<file path="src/hpv_pkg.sv">
// Shared types, constants and reject codes for the heartbeat packet validator.
package hpv_pkg;

    localparam logic [15:0] SIG_VALUE  = 16'hFFD6;
    localparam logic [7:0]  MSGVER_OK  = 8'h01;
    localparam logic [7:0]  OPCODE_PNP = 8'h81;
    localparam logic [15:0] PORT_OK    = 16'd10000;
    localparam logic [7:0]  HWVER_NEW  = 8'd3;
    localparam logic [7:0]  HWVER_OLD_MAX = 8'd2;
    localparam logic [4:0]  LEN_NEW    = 5'd24;
    localparam logic [4:0]  LEN_OLD    = 5'd2;
    localparam logic [4:0]  COUNT_MAX  = 5'd25;

    localparam logic [4:0] POS_SIG_HI  = 5'd0;
    localparam logic [4:0] POS_SIG_LO  = 5'd1;
    localparam logic [4:0] POS_MSGVER  = 5'd4;
    localparam logic [4:0] POS_OPCODE  = 5'd8;
    localparam logic [4:0] POS_TYPE    = 5'd16;
    localparam logic [4:0] POS_VERSION = 5'd17;
    localparam logic [4:0] POS_REV_LO  = 5'd18;
    localparam logic [4:0] POS_REV_HI  = 5'd19;
    localparam logic [4:0] POS_PORT_HI = 5'd20;
    localparam logic [4:0] POS_PORT_LO = 5'd21;

    typedef enum logic [3:0] {
        REJ_OK          = 4'd0,
        REJ_TOO_SHORT   = 4'd1,
        REJ_NEW_SIZE    = 4'd2,
        REJ_MSGVER      = 4'd3,
        REJ_OPCODE      = 4'd4,
        REJ_NEW_TYPEVER = 4'd5,
        REJ_PORT        = 4'd6,
        REJ_OLD_SIZE    = 4'd7,
        REJ_OLD_TYPEVER = 4'd8
    } reject_code_t;

    typedef struct packed {
        logic [4:0]  count;
        logic [15:0] signature;
        logic [7:0]  msg_version;
        logic [7:0]  opcode;
        logic [7:0]  type_byte;
        logic [7:0]  version_byte;
        logic [15:0] revision;
        logic [15:0] port;
    } fields_t;

    typedef struct packed {
        logic         accepted;
        reject_code_t reject_code;
        logic         new_format;
        logic [7:0]   device_type;
        logic [7:0]   hw_version;
        logic [15:0]  hw_revision;
    } result_t;

endpackage

</file>
<file path="src/hpv_if.sv">
// Valid/ready channel interfaces for datagram bytes and verdicts.
interface hpv_in_if;
    logic       valid;
    logic       ready;
    logic [7:0] data_byte;
    logic       last_byte;

    modport source (output valid, output data_byte, output last_byte, input ready);
    modport sink (input valid, input data_byte, input last_byte, output ready);
endinterface

interface hpv_out_if;
    logic        valid;
    logic        ready;
    logic        accepted;
    logic [3:0]  reject_code;
    logic        new_format;
    logic [7:0]  device_type;
    logic [7:0]  hw_version;
    logic [15:0] hw_revision;

    modport source (output valid, output accepted, output reject_code, output new_format,
                    output device_type, output hw_version, output hw_revision,
                    input ready);
    modport sink (input valid, input accepted, input reject_code, input new_format,
                  input device_type, input hw_version, input hw_revision,
                  output ready);
endinterface

</file>
<file path="src/hpv_capture.sv">
// Byte counter and fixed-offset field capture registers.
module hpv_capture
    import hpv_pkg::*;
(
    input  logic       clk,
    input  logic       rst_n,
    input  logic       xfer,
    input  logic [7:0] data_byte,
    input  logic       last_byte,
    output fields_t    fields_cap
);

    fields_t fields_reg;
    fields_t fields_next;

    always_comb
    begin
        fields_cap = fields_reg;
        case (fields_reg.count)
            POS_SIG_HI:  fields_cap.signature[15:8] = data_byte;
            POS_SIG_LO:  fields_cap.signature[7:0]  = data_byte;
            POS_MSGVER:  fields_cap.msg_version     = data_byte;
            POS_OPCODE:  fields_cap.opcode          = data_byte;
            POS_TYPE:    fields_cap.type_byte       = data_byte;
            POS_VERSION: fields_cap.version_byte    = data_byte;
            POS_REV_LO:  fields_cap.revision[7:0]   = data_byte;
            POS_REV_HI:  fields_cap.revision[15:8]  = data_byte;
            POS_PORT_HI: fields_cap.port[15:8]      = data_byte;
            POS_PORT_LO: fields_cap.port[7:0]       = data_byte;
            default: ;
        endcase
        fields_cap.count = (fields_reg.count < COUNT_MAX) ? fields_reg.count + 5'd1
                                                          : COUNT_MAX;
    end

    always_comb
    begin
        fields_next = fields_reg;
        if (xfer)
        begin
            fields_next = last_byte ? '0 : fields_cap;
        end
    end

    always_ff @(posedge clk or negedge rst_n)
    begin
        if (!rst_n)
        begin
            fields_reg <= '0;
        end
        else
        begin
            fields_reg <= fields_next;
        end
    end

    a_count_range: assert property (@(posedge clk) disable iff (!rst_n)
        fields_reg.count <= COUNT_MAX)
        else $error("byte count past saturation");

    a_clear_after_last: assert property (@(posedge clk) disable iff (!rst_n)
        (xfer && last_byte) |=> (fields_reg.count == 5'd0 && fields_reg.signature == 16'd0))
        else $error("capture state not cleared after last byte");

endmodule

</file>
<file path="src/hpv_verdict.sv">
// Verdict logic: format detection and first-failing-check reject code.
module hpv_verdict
    import hpv_pkg::*;
(
    input  fields_t fields,
    output result_t result
);

    logic is_new;

    assign is_new = (fields.signature == SIG_VALUE);

    always_comb
    begin
        result             = '0;
        result.reject_code = REJ_OK;
        if (fields.count < LEN_OLD)
        begin
            result.reject_code = REJ_TOO_SHORT;
        end
        else if (is_new)
        begin
            result.new_format  = 1'b1;
            result.device_type = fields.type_byte;
            result.hw_version  = fields.version_byte;
            result.hw_revision = fields.revision;
            if (fields.count != LEN_NEW)
                result.reject_code = REJ_NEW_SIZE;
            else if (fields.msg_version != MSGVER_OK)
                result.reject_code = REJ_MSGVER;
            else if (fields.opcode != OPCODE_PNP)
                result.reject_code = REJ_OPCODE;
            else if (!(fields.type_byte == 8'd0 && fields.version_byte == HWVER_NEW))
                result.reject_code = REJ_NEW_TYPEVER;
            else if (fields.port != PORT_OK)
                result.reject_code = REJ_PORT;
        end
        else
        begin
            result.device_type = fields.signature[15:8];
            result.hw_version  = fields.signature[7:0];
            if (fields.count != LEN_OLD)
                result.reject_code = REJ_OLD_SIZE;
            else if (!(fields.signature[15:8] == 8'd0 &&
                       fields.signature[7:0] <= HWVER_OLD_MAX))
                result.reject_code = REJ_OLD_TYPEVER;
        end
        result.accepted = (result.reject_code == REJ_OK);
    end

endmodule

</file>
<file path="src/hpv_out_buf.sv">
// Result register with a skid stage toward the verdict channel.
module hpv_out_buf
    import hpv_pkg::*;
(
    input  logic    clk,
    input  logic    rst_n,
    input  logic    push,
    input  result_t push_data,
    output logic    ready,
    hpv_out_if.source out_ch
);

    logic    out_valid_reg, out_valid_next;
    logic    skid_valid_reg, skid_valid_next;
    result_t out_data_reg, out_data_next;
    result_t skid_data_reg, skid_data_next;
    logic    out_xfer;

    assign out_xfer = out_valid_reg && out_ch.ready;
    assign ready    = !skid_valid_reg;

    always_comb
    begin
        out_valid_next  = out_valid_reg;
        skid_valid_next = skid_valid_reg;
        out_data_next   = out_data_reg;
        skid_data_next  = skid_data_reg;
        if (skid_valid_reg && out_xfer)
        begin
            out_data_next   = skid_data_reg;
            skid_valid_next = 1'b0;
        end
        else if (push)
        begin
            if (!out_valid_reg || out_xfer)
            begin
                out_data_next  = push_data;
                out_valid_next = 1'b1;
            end
            else
            begin
                skid_data_next  = push_data;
                skid_valid_next = 1'b1;
            end
        end
        else if (out_xfer)
        begin
            out_valid_next = 1'b0;
        end
    end

    always_ff @(posedge clk or negedge rst_n)
    begin
        if (!rst_n)
        begin
            out_valid_reg  <= 1'b0;
            skid_valid_reg <= 1'b0;
        end
        else
        begin
            out_valid_reg  <= out_valid_next;
            skid_valid_reg <= skid_valid_next;
        end
    end

    always_ff @(posedge clk)
    begin
        out_data_reg  <= out_data_next;
        skid_data_reg <= skid_data_next;
    end

    assign out_ch.valid       = out_valid_reg;
    assign out_ch.accepted    = out_data_reg.accepted;
    assign out_ch.reject_code = out_data_reg.reject_code;
    assign out_ch.new_format  = out_data_reg.new_format;
    assign out_ch.device_type = out_data_reg.device_type;
    assign out_ch.hw_version  = out_data_reg.hw_version;
    assign out_ch.hw_revision = out_data_reg.hw_revision;

    a_skid_behind_out: assert property (@(posedge clk) disable iff (!rst_n)
        skid_valid_reg |-> out_valid_reg)
        else $error("skid stage full while result register empty");

    a_accept_matches_code: assert property (@(posedge clk) disable iff (!rst_n)
        out_valid_reg |-> (out_data_reg.accepted == (out_data_reg.reject_code == REJ_OK)))
        else $error("accepted flag disagrees with reject code");

    a_old_no_revision: assert property (@(posedge clk) disable iff (!rst_n)
        (out_valid_reg && !out_data_reg.new_format) |-> (out_data_reg.hw_revision == 16'd0))
        else $error("old-form verdict carries a revision");

endmodule

</file>
<file path="src/heartbeat_packet_validator_top.sv">
// Top level of the heartbeat packet validator.
// Usage:
//   in_ch  carries one datagram byte per transfer (data_byte) and last_byte
//          marking the final byte. Bytes are counted and fields captured at
//          fixed offsets; the count saturates at 25.
//   out_ch carries one verdict per datagram: accepted, reject_code,
//          new_format, device_type, hw_version and hw_revision.
// Throughput: one byte per cycle while in_ch.ready is high, set by the
//   single capture/verdict stage. The verdict of the last byte is registered
//   in the result register, or in the skid stage while that one is held.
// Stall: a two-entry output (result register plus skid stage) keeps in_ch
//   ready while one verdict waits; in_ch.ready drops only when both entries
//   hold verdicts, and rises the cycle after out_ch takes one.
// Reset: rst_n clears the byte count, captured fields and both output
//   entries; the next byte is taken as byte 0 of a new datagram.
module heartbeat_packet_validator_top
    import hpv_pkg::*;
(
    input  logic        clk,
    input  logic        rst_n,
    hpv_in_if.sink      in_ch,
    hpv_out_if.source   out_ch
);

    fields_t fields_cap;
    result_t result;
    logic    in_xfer;
    logic    buf_ready;

    assign in_ch.ready = buf_ready;
    assign in_xfer     = in_ch.valid && buf_ready;

    hpv_capture u_capture (
        .clk        (clk),
        .rst_n      (rst_n),
        .xfer       (in_xfer),
        .data_byte  (in_ch.data_byte),
        .last_byte  (in_ch.last_byte),
        .fields_cap (fields_cap)
    );

    hpv_verdict u_verdict (
        .fields (fields_cap),
        .result (result)
    );

    hpv_out_buf u_out_buf (
        .clk       (clk),
        .rst_n     (rst_n),
        .push      (in_xfer && in_ch.last_byte),
        .push_data (result),
        .ready     (buf_ready),
        .out_ch    (out_ch)
    );

endmodule
</file>
<file path="src/flat_wrapper.sv">
// flat-port wrapper written by rule: the top's interface ports become plain ports
module heartbeat_packet_validator_top_flat import hpv_pkg::*;
  (clk, rst_n, in_ch_valid, in_ch_data_byte, in_ch_last_byte, in_ch_ready, out_ch_valid, out_ch_accepted, out_ch_reject_code, out_ch_new_format, out_ch_device_type, out_ch_hw_version, out_ch_hw_revision, out_ch_ready);
  hpv_in_if in_ch_i ();
  hpv_out_if out_ch_i ();
  input  logic clk;
  input  logic rst_n;
  input wire logic [$bits(in_ch_i.valid)-1:0] in_ch_valid;
  input wire logic [$bits(in_ch_i.data_byte)-1:0] in_ch_data_byte;
  input wire logic [$bits(in_ch_i.last_byte)-1:0] in_ch_last_byte;
  output wire logic [$bits(in_ch_i.ready)-1:0] in_ch_ready;
  output wire logic [$bits(out_ch_i.valid)-1:0] out_ch_valid;
  output wire logic [$bits(out_ch_i.accepted)-1:0] out_ch_accepted;
  output wire logic [$bits(out_ch_i.reject_code)-1:0] out_ch_reject_code;
  output wire logic [$bits(out_ch_i.new_format)-1:0] out_ch_new_format;
  output wire logic [$bits(out_ch_i.device_type)-1:0] out_ch_device_type;
  output wire logic [$bits(out_ch_i.hw_version)-1:0] out_ch_hw_version;
  output wire logic [$bits(out_ch_i.hw_revision)-1:0] out_ch_hw_revision;
  input wire logic [$bits(out_ch_i.ready)-1:0] out_ch_ready;
  assign in_ch_i.valid = in_ch_valid;
  assign in_ch_i.data_byte = in_ch_data_byte;
  assign in_ch_i.last_byte = in_ch_last_byte;
  assign in_ch_ready = in_ch_i.ready;
  assign out_ch_valid = out_ch_i.valid;
  assign out_ch_accepted = out_ch_i.accepted;
  assign out_ch_reject_code = out_ch_i.reject_code;
  assign out_ch_new_format = out_ch_i.new_format;
  assign out_ch_device_type = out_ch_i.device_type;
  assign out_ch_hw_version = out_ch_i.hw_version;
  assign out_ch_hw_revision = out_ch_i.hw_revision;
  assign out_ch_i.ready = out_ch_ready;
  heartbeat_packet_validator_top u_core (.clk(clk), .rst_n(rst_n), .in_ch(in_ch_i), .out_ch(out_ch_i));
endmodule
</file>
<file path="config.mk">
export PLATFORM = sky130hd
export DESIGN_NAME = heartbeat_packet_validator_top_flat
export DESIGN_NICKNAME = d
export VERILOG_FILES = /design/src/hpv_pkg.sv /design/src/hpv_if.sv /design/src/hpv_capture.sv /design/src/hpv_verdict.sv /design/src/hpv_out_buf.sv /design/src/heartbeat_packet_validator_top.sv /design/src/flat_wrapper.sv
export SDC_FILE = /design/constraint.sdc
export NUM_CORES = 1
export LEC_CHECK = 0
export ABC_AREA = 1
export BUFFER_PORTS_ARGS = -buffer_cell sky130_fd_sc_hd__buf_4
export CORE_ASPECT_RATIO = 1.75
export CORE_MARGIN = 2
export CORE_UTILIZATION = 40
export DETAILED_ROUTE_END_ITERATION = 16
export GPL_ROUTABILITY_DRIVEN = 0
export PLACE_DENSITY = 0.56
export REMOVE_ABC_BUFFERS = 1
export SETUP_SLACK_MARGIN = 0.15
export SLEW_MARGIN = 20
export SYNTH_ARGS = -nofsm -noshare
export SYNTH_HDL_FRONTEND = slang
export SYNTH_SLANG_ARGS = --single-unit
export TNS_END_PERCENT = 100
</file>
<file path="constraint.sdc">
create_clock -name clk -period 3.8 [get_ports clk]
set_clock_uncertainty 0.2 [all_clocks]
set_input_delay 0.76 -clock clk [delete_from_list [all_inputs] [get_ports clk]]
set_output_delay 0.76 -clock clk [all_outputs]
set_load 0.02 [all_outputs]
</file>
==> flow_summary.ini <==
[critical_path]
crit_start = u_core.u_capture.fields_reg[80]
cpPeakStageDelay_ns = 0.55
rrSetupSlack_ns = 0.42
arrival_ns = 3.36
required_ns = 3.78
cp-start-kind = flip-flop
ff2ff_path_depth = 12
crit_fanout = 17
cpMaxStageDelayCell = o21ai_0
end_kind = flip-flop
crit_path_end = u_core.u_out_buf.out_ch.hw_revision[5]
worstReg2RegStart = u_core.u_capture.fields_reg[80]
cpMostUsedCell = nor2_1
r2r_end = u_core.u_out_buf.out_ch.hw_revision[5]
critical_path_class = flip-flop to flip-flop
path_cells = inv_1 > ha_1 > nand3_2 > o21ai_0 > nor2_1 > nand2_1 > nor2_2 > nand2_4 > nor2_4 > inv_4 > nor2_1 > mux2_2

[clock_tree]
cts_max_level = 4
cts.sink_count = 163
cts_buffers = 17
clockRootBuffer = clkbuf_16
clk_latency_ns = 0.43
cts_tree = built
clk_pin_slew_worst_paths_ns = 0.07
clock_path_buffers = 2

[pwr]
power.share.clock = 0.465
seq_power_share = 0.517
combPwrFrac = 0.018
swShare = 0.209
p_switching_mw = 0.740
total_power_mw = 3.55
p_per_area_nw_per_um2 = 377
peakVddDrop_mv = 0.261
p_int_mw = 2.81
power.leakage_nw = 4.00

[synth]
yosysTopAreaCell = edfxtp_1
synth_warnings = 0
avgSynthCellArea_um2 = 8.70
synth_area_um2 = 8210
yosys.area.top_type_share = 0.278
yosysSeqAreaShare = 0.543
synth_cell_type_count = 35
syn_inst = 944
ys_ff_latch = 163
synth_top_cells_by_area = edfxtp_1 (28%), dfrtp_1 (27%), nand2_1 (13%), o21ai_0 (4.9%), inv_1 (4.6%)

[die]
rows = 69
initial_core_util = 0.406
die_w_um = 112
io_pins = 53
dieArea_um2 = 21700
design.core.area_um2 = 20200
fp.dieH_um = 194

[timing]
max_freq_mhz = 296
fin_crit_ns = 3.38
tns_ns = 0
final-max-slew-violation-count = 0
maxSlewHeadroom = 0.443
setup_viol = 0
worstMarginPinSlew_ns = 0.826
finalCritPeriodShare = 0.889
rsz0062_at_grt = no
hold_viol_final = 0

[placement]
placed_cells = 1220
port_buffers = 52
hpwlAfterDp_um = 15000

[detailed_routing]
drt_pass1_iterations = 5
vias_per_cell = 5.15
postRouteAntennaNets = 0
drtIter0Drc = 364
detail_route.wl_per_cell_um = 16.9
drc = 0
drt-total-wl_um = 21200
num_vias = 6451

[grt]
grt_max_degree = 63
groute.usage.overall = 0.200
grt_overflow_total = 0
grt_antenna_before_repair = 0
first_global_vias = 6549
grt_pass1_wl_um = 34200

[final_layout]
num-nets-final = 1008
drive_gt1_frac = 0.158
fin_cells = 1252
multi_input_area_um2 = 3150
mostFrequentLayoutCells = nand2_1 (285), inv_1 (101), dfrtp_1 (87)
antennaDiodeCount = 0
area.growth.synth_to_final_pct = 14.7
largest_register_ffs = 85
final_common_cell = nand2_1
final_core_util = 0.466
fill_cells = 2000
seq_area_um2 = 4460

[run]
drv_cap = 0

[min_path]
hold_class = input port to asynchronous set/reset pin

[run_status]
status = completed
[power groups by stage]
stage / registers [mW] / clock network, mW / logic, mW
floorplan: 1.87 / 0 / 0.00737
global placement: 1.87 / 0 / 0.0675
detailed placement: 1.87 / 0 / 0.0666
CTS: 1.83 / 1.69 / 0.0668
global route: 1.83 / 1.76 / 0.0700
finish: 1.83 / 1.65 / 0.0648
[metal layers]
layer / vias to the layer above / share of wire / GRT usage / routed length (µm)
met4: 0 / 0.040 / 0.0939 / 838
met5: - / 0 / 0 / 0
met2: 138 / 0.52 / 0.349 / 11000
met1: 3076 / 0.41 / 0.237 / 8720
met3: 35 / 0.030 / 0.0341 / 634
li1: 3202 / - / - / -
[worst min-delay path by stage]
stage               cells past startpoint                              end  slack (ns)                       startpoint
floorplan                               2   u_core.u_capture.fields_reg[0]        0.25   u_core.u_capture.fields_reg[0]
global placement                        2   u_core.u_capture.fields_reg[8]        0.26   u_core.u_capture.fields_reg[8]
detailed placement                      2  u_core.u_capture.fields_reg[56]        0.27  u_core.u_capture.fields_reg[56]
CTS                                     1  u_core.u_capture.fields_reg[18]        0.18                            rst_n
global route                            1  u_core.u_capture.fields_reg[18]        0.19                            rst_n
finish                                  1  u_core.u_capture.fields_reg[18]        0.16                            rst_n
[cells in the mapped netlist, drive strengths merged]
library cell / n
a21oi: 6
nor4: 1
dfrtp: 87
edfxtp: 76
o22ai: 42
nor3: 1
nand3: 55
inv: 105
ha: 4
nand2: 294
nor2: 87
and2: 2
clkbuf: 27
o21bai: 1
o21ai: 96
o211ai: 2
xor2: 1
mux2: 16
buf: 17
nand4: 18
a211oi: 6
[stage by stage]
stage          area, µm²  setup WS, ns  hold WS (ns)
2_1_floorplan       7980        -0.472         0.249
3_3_place_gp        8870         0.514         0.263
3_5_place_dp        8870         0.458         0.265
4_1_cts             9420         0.437         0.175
5_1_grt             9420         0.168         0.194
6_report            9420         0.420         0.161
[cell families after synthesis]
logic type / Yosys count / synth area share
flip-flops: 163 / 0.543
adder cells (fa/ha/maj): 4 / 0.00610
XOR/XNOR: 1 / 0.00107
AND/OR/NAND/NOR: 458 / 0.247
AO/OA/AOI/OAI: 153 / 0.105
multiplexers: 16 / 0.0219
buffers and inverters: 149 / 0.0762
[area by class of cell]
cell class / count / area share
timing repair buffer: 72 / 0.0587
sequential: 163 / 0.473
tap: 248 / 0.0329
multi-input combinational: 632 / 0.334
clock buffer: 22 / 0.0471
clock inverter: 10 / 0.0117
inverter: 105 / 0.0421
[critical path, delay by kind of cell, from the launching register on]
| family | cells | cell delay (ns) |
|---|---|---|
| AOI/OAI and AO/OA | 1 | 0.55 |
| and+or+nand+nor | 7 | 0.85 |
| buffers and inverters | 2 | 0.43 |
| DFF | 1 | 0.41 |
| adders and majority gates | 1 | 0.40 |
| muxes | 1 | 0.27 |
[timing repair]
item	CTS	global route
gates resized for setup	0	2
setup endpoints to repair	0	14
buffers inserted	0	0
hold buffers	0	0
No activity file was read; power rests on OpenSTA's default activity.
